File: config.mk
export PLATFORM = sky130hd
export DESIGN_NAME = pressure_compensation_minmax_core
export DESIGN_NICKNAME = d
export VERILOG_FILES = /design/src/rtl/pcm_pkg.sv /design/src/rtl/pcm_ram.sv /design/src/rtl/pcm_mul.sv /design/src/rtl/pressure_compensation_minmax_core.sv
export VERILOG_INCLUDE_DIRS = /design/src /design/src/rtl
export SDC_FILE = /design/constraint.sdc
export NUM_CORES = 2
export LEC_CHECK = 0
export ABC_AREA = 1
export BUFFER_PORTS_ARGS = -buffer_cell sky130_fd_sc_hd__clkbuf_2
export CAP_MARGIN = 20
export CORE_MARGIN = 2
export CORE_UTILIZATION = 64
export CTS_BUF_LIST = sky130_fd_sc_hd__clkbuf_16
export DETAILED_ROUTE_END_ITERATION = 8
export GPL_TIMING_DRIVEN = 0
export PLACE_DENSITY = 0.83
export SLEW_MARGIN = 20
export SYNTH_ARGS = -nofsm -noshare
export SYNTH_HDL_FRONTEND = slang
export SYNTH_HIERARCHICAL = 1
export SYNTH_SLANG_ARGS = --single-unit
File: constraint.sdc
create_clock -name i_clk -period 8.44 [get_ports i_clk]
set_input_delay 0 -clock i_clk [delete_from_list [all_inputs] [get_ports i_clk]]
set_output_delay 0 -clock i_clk [all_outputs]
set_load 0.05 [all_outputs]
File: src/rtl/pressure_compensation_minmax_core_defines.svh
// ----------------------------------------------------------------------------
// pressure_compensation_minmax_core_defines.svh
// Assertion macros used by the compensation core.
// ----------------------------------------------------------------------------
`ifndef PRESSURE_COMPENSATION_MINMAX_CORE_DEFINES_SVH
`define PRESSURE_COMPENSATION_MINMAX_CORE_DEFINES_SVH

// Same-cycle implication, idle during reset.
`define PCM_ASSERT_SAME(lbl, ante, cons) \
    lbl: assert property (@(posedge i_clk) disable iff (!i_rst_n) (ante) |-> (cons)) \
        else $error("pcm: same-cycle check failed");

// Next-cycle implication, idle during reset.
`define PCM_ASSERT_NEXT(lbl, ante, cons) \
    lbl: assert property (@(posedge i_clk) disable iff (!i_rst_n) (ante) |=> (cons)) \
        else $error("pcm: next-cycle check failed");

`endif

File: src/rtl/pcm_pkg.sv
// ----------------------------------------------------------------------------
// pcm_pkg
// Types and constants of the pressure compensation core.
// ----------------------------------------------------------------------------
package pcm_pkg;

    localparam int SENSOR_COUNT_DEF = 8;
    localparam int SENSOR_W         = 3;
    localparam int WORD_W           = 16;
    localparam int RAW_SHIFT        = 6;
    localparam int VAL_W            = WORD_W - RAW_SHIFT;
    localparam int CROSS_W          = 14;

    localparam int COMP_W           = 14;
    localparam int KPA_W            = 11;

    // Shared multiplier: signed A times unsigned B
    localparam int MUL_A_W          = 25;
    localparam int MUL_B_W          = VAL_W;
    localparam int MUL_P_W          = MUL_A_W + MUL_B_W + 1;

    // Sum carries 22 fraction bits; output keeps 4
    localparam int ACC_W            = 38;
    localparam int FRAC_SHIFT       = 18;
    localparam int OFFSET_SHIFT     = 19;
    localparam int PGAIN_SHIFT      = 9;
    localparam int TGAIN_SHIFT      = 8;
    localparam int ROUND_BIT        = 17;

    // kPa conversion: x = comp*65, q = floor(x/1023)
    localparam int KPA_X_W          = 21;
    localparam int KPA_MUL_SHIFT    = 6;
    localparam int RECIP_SHIFT      = 10;
    localparam int RECIP_W          = KPA_X_W + RECIP_SHIFT;

    localparam logic [COMP_W-1:0]  COMP_MAX    = 14'd16383;
    localparam logic [COMP_W-1:0]  MIN_RESTART = 14'd16368;
    localparam logic [KPA_W-1:0]   KPA_BASE    = 11'd800;
    localparam logic [KPA_X_W-1:0] KPA_DIVISOR = 21'd1023;

    localparam logic KIND_SAMPLE = 1'b0;
    localparam logic KIND_LOAD   = 1'b1;

    typedef struct packed {
        logic                     kind;
        logic [SENSOR_W-1:0]      sensor;
        logic                     first_of_round;
        logic [WORD_W-1:0]        pressure_word;
        logic [WORD_W-1:0]        temp_word;
        logic signed [WORD_W-1:0] coef_offset;
        logic signed [WORD_W-1:0] coef_pressure_gain;
        logic signed [WORD_W-1:0] coef_temp_gain;
        logic [WORD_W-1:0]        coef_cross_word;
    } t_in;

    typedef struct packed {
        logic [COMP_W-1:0] compensated;
        logic [KPA_W-1:0]  pressure_kpa;
        logic [COMP_W-1:0] min_compensated;
        logic [COMP_W-1:0] max_compensated;
    } t_out;

    typedef struct packed {
        logic signed [WORD_W-1:0]  a0;
        logic signed [WORD_W-1:0]  b1;
        logic signed [WORD_W-1:0]  b2;
        logic signed [CROSS_W-1:0] c12;
    } t_coef;

    typedef struct packed {
        logic                      en;
        logic signed [MUL_A_W-1:0] a;
        logic [MUL_B_W-1:0]        b;
    } t_mul_req;

endpackage

File: src/rtl/pcm_ram.sv
// ----------------------------------------------------------------------------
// pcm_ram
// Generic single-write, single-read RAM with registered read data.
// ----------------------------------------------------------------------------
module pcm_ram #(
    parameter int WIDTH = 8,
    parameter int DEPTH = 8
) (
    input  logic                                   i_clk,
    input  logic                                   i_we,
    input  logic [((DEPTH > 1) ? $clog2(DEPTH) : 1)-1:0] i_waddr,
    input  logic [WIDTH-1:0]                       i_wdata,
    input  logic                                   i_re,
    input  logic [((DEPTH > 1) ? $clog2(DEPTH) : 1)-1:0] i_raddr,
    output logic [WIDTH-1:0]                       o_rdata
);

    logic [WIDTH-1:0] r_mem [DEPTH];
    logic [WIDTH-1:0] r_rdata;

    always_ff @(posedge i_clk) begin
        if (i_we) begin
            r_mem[i_waddr] <= i_wdata;
        end
        if (i_re) begin
            r_rdata <= r_mem[i_raddr];
        end
    end

    assign o_rdata = r_rdata;

endmodule

File: src/rtl/pcm_mul.sv
// ----------------------------------------------------------------------------
// pcm_mul
// Shared signed-by-unsigned multiplier with a registered product.
// ----------------------------------------------------------------------------
module pcm_mul (
    input  logic                                i_clk,
    input  pcm_pkg::t_mul_req                   i_req,
    output logic signed [pcm_pkg::MUL_P_W-1:0]  o_prod
);
    import pcm_pkg::*;

    logic signed [MUL_P_W-1:0] r_prod;

    always_ff @(posedge i_clk) begin
        if (i_req.en) begin
            r_prod <= i_req.a * $signed({1'b0, i_req.b});
        end
    end

    assign o_prod = r_prod;

endmodule

File: src/rtl/pressure_compensation_minmax_core.sv
// ----------------------------------------------------------------------------
// pressure_compensation_minmax_core
// A sample runs through eight sequencer steps (four multiplier passes,
//   last add, rounding, kPa, finish) after its input transfer; output
//   valid is registered in finish, which holds while a previous result
//   waits. A coefficient load completes in the cycle of its transfer.
// Reset (synchronous, active low): sequencer idle, no pending output,
//   minimum at 1023.0, maximum at 0; coefficient RAM is not cleared.
// ----------------------------------------------------------------------------
`include "pressure_compensation_minmax_core_defines.svh"

module pressure_compensation_minmax_core #(
    parameter int SENSOR_COUNT = pcm_pkg::SENSOR_COUNT_DEF
) (
    input  logic          i_clk,
    input  logic          i_rst_n,
    input  logic          i_in_valid,
    output logic          o_in_ready,
    input  pcm_pkg::t_in  i_in_data,
    output logic          o_out_valid,
    input  logic          i_out_ready,
    output pcm_pkg::t_out o_out_data
);
    import pcm_pkg::*;

    localparam int AW    = (SENSOR_COUNT > 1) ? $clog2(SENSOR_COUNT) : 1;
    localparam int EXT_W = (AW > SENSOR_W) ? AW : SENSOR_W;

    // One-hot sequencer: four multiplier passes, then add, round, kPa, finish
    typedef enum logic [8:0] {
        S_IDLE  = 9'b000000001,
        S_MUL1  = 9'b000000010,
        S_MUL2  = 9'b000000100,
        S_MUL3  = 9'b000001000,
        S_MUL4  = 9'b000010000,
        S_ADD   = 9'b000100000,
        S_ROUND = 9'b001000000,
        S_KPA   = 9'b010000000,
        S_FIN   = 9'b100000000
    } t_state;

    t_state                    r_state, n_state;
    logic signed [ACC_W-1:0]   r_acc, n_acc;
    logic [VAL_W-1:0]          r_p, n_p;
    logic [VAL_W-1:0]          r_t, n_t;
    logic                      r_first, n_first;
    logic [COMP_W-1:0]         r_comp, n_comp;
    logic [KPA_X_W-1:0]        r_x, n_x;
    logic [KPA_W-1:0]          r_q, n_q;
    logic [COMP_W-1:0]         r_min, n_min;
    logic [COMP_W-1:0]         r_max, n_max;
    logic                      r_out_valid, n_out_valid;
    t_out                      r_out, n_out;

    logic                      in_xfer;
    logic                      in_range;
    logic [EXT_W-1:0]          sensor_ext;
    logic [AW-1:0]             addr;
    logic                      ram_we;
    logic                      ram_re;
    t_coef                     wr_coef;
    t_coef                     coef;
    t_mul_req                  mul_req;
    logic signed [MUL_P_W-1:0] mul_prod;
    logic signed [ACC_W-1:0]   prod_ext;
    logic [ACC_W-FRAC_SHIFT-1:0] q_full;
    logic [RECIP_W-1:0]        recip_sum;
    logic [KPA_X_W-1:0]        x_val;
    logic [KPA_X_W-1:0]        q_times_div;
    logic [KPA_X_W-1:0]        rem;
    logic [KPA_W-1:0]          q_fix;
    logic [COMP_W-1:0]         min_base;
    logic [COMP_W-1:0]         max_base;
    logic                      out_free;

    // ---------------- Input side ----------------
    assign o_in_ready = (r_state == S_IDLE);
    assign in_xfer    = i_in_valid && o_in_ready;
    assign sensor_ext = EXT_W'(i_in_data.sensor);
    assign in_range   = (32'(i_in_data.sensor) < 32'(SENSOR_COUNT));
    assign addr       = sensor_ext[AW-1:0];

    // Load writes the entry; sample reads it for the next cycle
    assign ram_we = in_xfer && in_range && (i_in_data.kind == KIND_LOAD);
    assign ram_re = in_xfer && in_range && (i_in_data.kind == KIND_SAMPLE);

    // Cross coefficient: raw word arithmetic-shifted right by two
    assign wr_coef.a0  = i_in_data.coef_offset;
    assign wr_coef.b1  = i_in_data.coef_pressure_gain;
    assign wr_coef.b2  = i_in_data.coef_temp_gain;
    assign wr_coef.c12 = $signed(i_in_data.coef_cross_word[WORD_W-1:WORD_W-CROSS_W]);

    pcm_ram #(
        .WIDTH ($bits(t_coef)),
        .DEPTH (SENSOR_COUNT)
    ) u_coef_ram (
        .i_clk   (i_clk),
        .i_we    (ram_we),
        .i_waddr (addr),
        .i_wdata (wr_coef),
        .i_re    (ram_re),
        .i_raddr (addr),
        .o_rdata (coef)
    );

    pcm_mul u_mul (
        .i_clk  (i_clk),
        .i_req  (mul_req),
        .o_prod (mul_prod)
    );

    // ---------------- Datapath helpers ----------------
    assign prod_ext = ACC_W'(mul_prod);
    assign q_full   = r_acc[ACC_W-1:FRAC_SHIFT];

    // comp*65, then reciprocal estimate x*1025 >> 20 (never above the true quotient)
    assign x_val     = {1'b0, r_comp, {KPA_MUL_SHIFT{1'b0}}} + KPA_X_W'(r_comp);
    assign recip_sum = {x_val, {RECIP_SHIFT{1'b0}}} + RECIP_W'(x_val);

    // Correct the estimate by at most one
    assign q_times_div = {r_q, {RECIP_SHIFT{1'b0}}} - KPA_X_W'(r_q);
    assign rem         = r_x - q_times_div;
    assign q_fix       = (rem >= KPA_DIVISOR) ? (r_q + KPA_W'(1)) : r_q;

    // First sample of a round restarts tracking before it is counted
    assign min_base = r_first ? MIN_RESTART : r_min;
    assign max_base = r_first ? '0 : r_max;

    assign out_free = !r_out_valid || i_out_ready;

    // ---------------- Sequencer ----------------
    always_comb begin
        n_state     = r_state;
        n_acc       = r_acc;
        n_p         = r_p;
        n_t         = r_t;
        n_first     = r_first;
        n_comp      = r_comp;
        n_x         = r_x;
        n_q         = r_q;
        n_min       = r_min;
        n_max       = r_max;
        n_out       = r_out;
        n_out_valid = r_out_valid;
        mul_req     = '0;

        // Drop the output once the downstream side takes it
        if (r_out_valid && i_out_ready) begin
            n_out_valid = 1'b0;
        end

        case (r_state)
            S_IDLE: begin
                if (ram_re) begin
                    n_p     = i_in_data.pressure_word[WORD_W-1:RAW_SHIFT];
                    n_t     = i_in_data.temp_word[WORD_W-1:RAW_SHIFT];
                    n_first = i_in_data.first_of_round;
                    n_state = S_MUL1;
                end
            end
            S_MUL1: begin
                // c12*T; seed the sum with the offset and the rounding half
                mul_req = '{en: 1'b1, a: MUL_A_W'(coef.c12), b: r_t};
                n_acc   = (ACC_W'(coef.a0) <<< OFFSET_SHIFT)
                        + (ACC_W'(1) <<< ROUND_BIT);
                n_state = S_MUL2;
            end
            S_MUL2: begin
                // (c12*T)*P
                mul_req = '{en: 1'b1, a: $signed(mul_prod[MUL_A_W-1:0]), b: r_p};
                n_state = S_MUL3;
            end
            S_MUL3: begin
                mul_req = '{en: 1'b1, a: MUL_A_W'(coef.b1), b: r_p};
                n_acc   = r_acc + prod_ext;
                n_state = S_MUL4;
            end
            S_MUL4: begin
                mul_req = '{en: 1'b1, a: MUL_A_W'(coef.b2), b: r_t};
                n_acc   = r_acc + (prod_ext <<< PGAIN_SHIFT);
                n_state = S_ADD;
            end
            S_ADD: begin
                n_acc   = r_acc + (prod_ext <<< TGAIN_SHIFT);
                n_state = S_ROUND;
            end
            S_ROUND: begin
                // Floor to 4 fraction bits, clamp at both ends
                if (r_acc[ACC_W-1]) begin
                    n_comp = '0;
                end else if (q_full > (ACC_W-FRAC_SHIFT)'(COMP_MAX)) begin
                    n_comp = COMP_MAX;
                end else begin
                    n_comp = q_full[COMP_W-1:0];
                end
                n_state = S_KPA;
            end
            S_KPA: begin
                n_x     = x_val;
                n_q     = recip_sum[RECIP_W-1:RECIP_W-KPA_W];
                n_state = S_FIN;
            end
            S_FIN: begin
                // Hold here while the previous result still waits
                if (out_free) begin
                    n_min = (r_comp < min_base) ? r_comp : min_base;
                    n_max = (r_comp > max_base) ? r_comp : max_base;
                    n_out.compensated     = r_comp;
                    n_out.pressure_kpa    = q_fix + KPA_BASE;
                    n_out.min_compensated = (r_comp < min_base) ? r_comp : min_base;
                    n_out.max_compensated = (r_comp > max_base) ? r_comp : max_base;
                    n_out_valid = 1'b1;
                    n_state     = S_IDLE;
                end
            end
            default: begin
                n_state = S_IDLE;
            end
        endcase
    end

    always_ff @(posedge i_clk) begin
        if (!i_rst_n) begin
            r_state     <= S_IDLE;
            r_out_valid <= 1'b0;
            r_min       <= MIN_RESTART;
            r_max       <= '0;
        end else begin
            r_state     <= n_state;
            r_out_valid <= n_out_valid;
            r_min       <= n_min;
            r_max       <= n_max;
        end
    end

    always_ff @(posedge i_clk) begin
        r_acc   <= n_acc;
        r_p     <= n_p;
        r_t     <= n_t;
        r_first <= n_first;
        r_comp  <= n_comp;
        r_x     <= n_x;
        r_q     <= n_q;
        r_out   <= n_out;
    end

    assign o_out_valid = r_out_valid;
    assign o_out_data  = r_out;

    // ---------------- Assertions ----------------
    `PCM_ASSERT_NEXT(a_sample_starts, ram_re, r_state == S_MUL1)
    `PCM_ASSERT_NEXT(a_fin_delivers, (r_state == S_FIN) && out_free, o_out_valid && o_in_ready)
    `PCM_ASSERT_SAME(a_minmax_order, o_out_valid, (o_out_data.min_compensated <= o_out_data.compensated) && (o_out_data.compensated <= o_out_data.max_compensated))
    `PCM_ASSERT_SAME(a_kpa_range, o_out_valid, (o_out_data.pressure_kpa >= 11'd800) && (o_out_data.pressure_kpa <= 11'd1840))

endmodule
; Word-level counts from Yosys, hierarchy flattened
; Memories as Yosys holds them, arrays and structs flattened. A register that Yosys moved wholly into a read port is not among the register bits.
; Index checks and enable logic that the tools add are counted.
[op_classes]
eq_ne = 11
mux = 16
bitwise = 1
n_lt_le_gt_ge = 4
add_sub_neg = 10
reduce_logical = 10
mul = 1
[op_table]
columns = op, n
row1 = $pmux W38 S4, 1
row2 = $pmux W36 S4, 1
row3 = $pmux W9 S9, 1
row4 = $add A38 B38 Y38, 2
row5 = $mux W14, 5
row6 = $add A38 B36 Y38, 1
row7 = $add A35 B19 Y36 const B, 1
row8 = $mul A25 B11 Y36, 1
row9 = $add A31 B21 Y31, 1
row10 = $add A20 B14 Y21, 1
row11 = $ge A21 B10 Y1 const B, 1
row12 = $sub A21 B11 Y21, 1
row13 = $sub A21 B21 Y21, 1
row14 = $gt A20 B14 Y1 const B, 1
row15 = $mux W9, 2
row16 = $gt A14 B14 Y1, 1
row17 = $lt A14 B14 Y1, 1
row18 = $add A11 B1 Y11 const B, 1
row19 = $add A11 B10 Y11 const B, 1
row20 = $mux W11, 1
row21 = $eq A9 B1 Y1 const B, 1
row22 = $eq A9 B2 Y1 const B, 1
row23 = $eq A9 B3 Y1 const B, 1
row24 = $eq A9 B4 Y1 const B, 1
row25 = other kinds (14), 23
[totals]
n_memories = 1
word_cells = 70
reg_bits = 232
ramBits = 496
input_bits = 105
[mem_list]
columns = name, words, width, rd, rd_clocked_by_memory_dff, write_ports, line_no
row1 = u_coef_ram.r_mem, 8, 62, 1, 1, 1, pcm_ram.sv:18  ; logic [WIDTH-1:0] r_mem [DEPTH];

; Depth between registers and ports, before layout
[logic_depth]
word_depth = 5
depth_mapped = 34
mapped_depth_nobuf = 32

; Hierarchy
; Netlist, hierarchy kept.
[modules_own_cells]
columns = mod, cells_each, area_per_inst_um2, n_inst, seq_area_each_um2
row1 = pcm_ram, 2223, 23602.6, 1, 16756.1
row2 = pressure_compensation_minmax_core, 2416, 17257.8, 1, 5505.3
row3 = pcm_mul, 1514, 11151.9, 1, 1081.0

; Least setup slack after synthesis
; No wires, ideal clock.
[synth_path]
kind = reg2reg
from = register r_state[4]
to = register u_mul.r_prod[34], in the netlist u_mul/o_prod[34] (data pin)
path_stages_with_launch = 31
setup_ps = 252
slack_ps = 2042
required_time_ps = 8188
n_path_buf = 1
t_arrival_ps = 6146
cell_sequence = dfxtp_1 > nor2_1 > inv_1 > nor2_1 > inv_1 > nor3_1 > nand2_1 > clkinv_1 > a22o_1 > clkinv_1 > nand3_1 > clkbuf_1 > nand2_1 > inv_1 > fa_1 > fa_1 > inv_1 > fa_1 > inv_1 > fa_1 > inv_1 > fa_1 > inv_1 > ha_1 > inv_2 > nor3_1 > and2_1 > and2_1 > nand2_1 > nand3_1 > nand2_1
[synth_rtl]
columns = item, line_no
row1 = "start, declared", pressure_compensation_minmax_core.sv:42  ; t_state r_state, n_state;
row2 = "start signal, assigned", pressure_compensation_minmax_core.sv:229  ; r_state <= n_state;
row3 = "end signal, assigned", pcm_mul.sv:16  ; r_prod <= i_req.a * $signed({1'b0, i_req.b});
row4 = "end, declared", pcm_mul.sv:12  ; logic signed [MUL_P_W-1:0] r_prod;

==> metrics.yaml <==
pwr:
  comb_power_share_pct: 12.8
  p_leak_uw: 0.0285
  fin_total_pwr_uw: 9520
  swShare_pct: 27.7
  p_sw_uw: 2630
  seq_power_share_pct: 48.5
  clkPwrFrac_pct: 38.7
  powerDensity_nw_per_um2: 163
  ir_drop_v: 0.000201
  p_int_uw: 6880
clock_tree:
  cts_sinks: 790
  clk_path_buf_depth: 3
  numCtsBuffers: 83
  insertion_delay_ps: 700
  cts_tree: "done"
  clockRootBuffer: "clkbuf_16"
  clk_pin_slew_ps: 60
  htreeDepth: 3
die:
  initial_core_util_pct: 64.6
  dieArea_sq_um: 83600
  coreArea_sq_um: 80500
  rows: 104
  dieHeight_um: 289
  pin_count: 160
  die_x_um: 289
worst_setup_path:
  slowest_stage: "o21ai_1"
  critPathMaxStageDelay_ps: 670
  crit_arrival_ps: 8630
  critPathCaptureType: "flip-flop"
  cpMostUsedCell: "nand2_1"
  start_kind: "flip-flop"
  crit_fanout: 10
  crit_type: "flip-flop to flip-flop"
  required_ps: 8800
yosys:
  avgSynthCellArea_sq_um: 8.45
  synth_top_family_by_area: "simple AND/OR/NAND/NOR gates"
  async_flop_share_pct: 0
  post_synth_num_cell_types: 59
  ys_seq_area_share_pct: 44.9
  yosysMostFrequentCell: "nand2_1"
  yosys.area.top_type: "edfxtp_1"
  netlist_top_cells_count: "nand2_1, inv_1, edfxtp_1"
  synth_fa_ha_area_share_pct: 14.8
  synth-edff-count: 752
  synth.cell_area_sq_um: 52000
  synth_area_leaders: "edfxtp_1, nand2_1, inv_1"
  synth_cells: 6153
  synth_seq_cells: 790
  syn-num-nets: 6738
  yosysWarningCount: 6
  synthXorXnorAreaFrac_pct: 0.989
  synth.area.mux_share_pct: 0
  synth-simple-area-share_pct: 22.6
  synth-compound-area-share_pct: 5.35
  ys.flop_type: "edfxtp_1"
  yosysTopAreaCellShare_pct: 43.4
sta:
  min_period_ps: 8280
  skew_ps: 85.3
  drv_slew: 0
  maxSlewHeadroom_pct: 27.4
  tightest_slew_ps: 1080
  setup_tns_ps: 0
  hold_viol: 0
  rsz0062_at_grt: "false"
  timing.final.crit_share_pct: 98.1
  setup_ws_ps: 164
  fmax_ghz: 0.121
  setup_viol: 0
final_layout:
  area_growth_syn_to_layout_pct: 12.5
  layout.cells.non_filler: 7632
  drive_above_1_share_pct: 8.00
  nNetsFinal: 7092
drt:
  wl_per_cell_um: 21.5
  drt_iter0_markers: 5597
  vias: 44400
  route.detailed.drc: 0
  avgViaCountPerCell: 5.82
  routed_wl_um: 164000
  drtAntennaViolNets: 0
  drt-pass1-iter-count: 9
global_route:
  antenna_found_initial: 9
  grt.total_usage_pct: 39.3
  grt.overflow.total: 0
  grt_use_met2_pct: 64.7
  grt_pass1_vias: 43200
  met3_usage_pct: 6.98
  met1_usage_pct: 50.4
  busiest_layer: "met2"
  grt_first_pass_wirelength_um: 247000
  grt_max_degree: 39
flow_run:
  maxCapViolCount: 0
hold_path:
  holdCritPathClass: "input pin to flip-flop"
place:
  dpl.hpwl_um: 118000
  placed_cells: 7393
  dp_worst_setup_slack_ps: -184
  portBuffers: 144
  globalplace.congestion: 1.01
outcome:
  outcome: "finished clean"
power groups by stage:
stage | registers (uW) | logic (uW) | clock network [uW]
after floorplan | 4700 | 651 | 0
after global placement | 4700 | 1050 | 0
after detailed placement | 4680 | 1130 | 0
after CTS | 4600 | 1170 | 3660
after global routing | 4620 | 1310 | 3840
final | 4610 | 1220 | 3690
placed cells by master (no fill, tap or decap), types with 10 or more instances in the layout:
| master | netlist | final |
|---|---|---|
| a21o_1 | 11 | 11 |
| a21oi_1 | 260 | 260 |
| a31oi_1 | 27 | 27 |
| buf_1 | 21 | 20 |
| buf_12 | 0 | 15 |
| buf_16 | 0 | 12 |
| buf_2 | 39 | 44 |
| buf_4 | 6 | 10 |
| buf_6 | 28 | 32 |
| clkbuf_1 | 92 | 79 |
| clkbuf_16 | 0 | 83 |
| clkbuf_2 | 0 | 154 |
| clkinv_1 | 6 | 20 |
| dfxtp_1 | 38 | 38 |
| dlygate4sd3_1 | 0 | 89 |
| edfxtp_1 | 752 | 752 |
| fa_1 | 222 | 222 |
| ha_1 | 258 | 258 |
| inv_1 | 1294 | 1310 |
| inv_2 | 17 | 17 |
| nand2_1 | 1858 | 1857 |
| nand2_2 | 21 | 22 |
| nand3_1 | 443 | 443 |
| nand3b_1 | 12 | 12 |
| nand4_1 | 60 | 60 |
| nor2_1 | 288 | 278 |
| nor2_2 | 14 | 14 |
| nor2_4 | 4 | 14 |
| nor3_1 | 29 | 28 |
| nor4_1 | 17 | 14 |
| o21a_1 | 11 | 11 |
| o21ai_0 | 131 | 130 |
| o21bai_1 | 12 | 12 |
| or2_2 | 54 | 54 |
| xor2_1 | 47 | 47 |
layout make-up:
cell class,instances,area [sq um]
inverter,1319,4970
clock buffer,83,2080
tap,1060,1330
timing repair buffer,272,2340
clock inverter,61,634
antenna,6,15.0
fill,5755,22000
multi-input combinational,3858,22800
sequential,790,23300
buffer,183,982
flip-flops by register name, summed over array words and instances, names as in the netlist, 9 cells and up:
register	cells
r_min	14
u_mul/o_prod	36
r_max	14
r_p	10
r_state	9
u_coef_ram/r_mem	496
r_t	10
r_comp	14
r_acc	38
u_coef_ram/o_rdata	62
o_out_data	53
r_x	21
r_q	11
critical path: cells and delay by family, from the launching register on:
family	cells	cell delay, ps
flip-flops	1	380
AO/OA/AOI/OAI	2	830
AND/OR/NAND/NOR	12	1760
adder cells (fa/ha/maj)	6	2850
buffers and inverters	10	2130
final timing paths:
path / slack, ps / from / cells past startpoint / endpoint
worst min-delay path: 50 / i_in_data[98] / 3 / u_coef_ram/r_mem[7][23]
worst min register to register: 470 / r_min[11] / 2 / r_min[11]
worst max-delay path: 160 / r_state[7] / 30 / u_mul/o_prod[34]
worst max register to register: 160 / r_state[7] / 30 / u_mul/o_prod[34]
metal layers:
| layer | wire (um) | share of wire [%] |
|---|---|---|
| met1 | 60100 | 37 |
| met5 | 43 | 0.026 |
| met3 | 17300 | 11 |
| met4 | 8990 | 5.5 |
| met2 | 77400 | 47 |
through the flow:
step                      utilization (%)  hold WS, ps  area (sq um)
after floorplan                         -         79.3         52000
after global placement               67.1          179         54100
after CTS                            72.6         5.68         58500
after detailed placement             68.1          179         54900
after global routing                 72.6         30.6         58500
final                                72.6         52.1         58500
cell families (layout without fill, tap and decap cells):
kind of cell	Yosys count	in the layout
xor gates and xnor gates	57	57
DFF	790	790
buffers and inverters	1505	1918
AOI/OAI and AO/OA	498	498
other	0	6
and+or+nand+nor	2823	2823
adders and majority gates	480	480
what timing repair did:
action / 4_1_cts / 5_1_grt
resized for setup: 5 / 14
hold buffers: 89 / 0
endpoints found under the setup margin: 12 / 26
endpoints found under the hold margin: 590 / 0
buffers inserted: 0 / 3
Power figures use the tool's default switching activity.
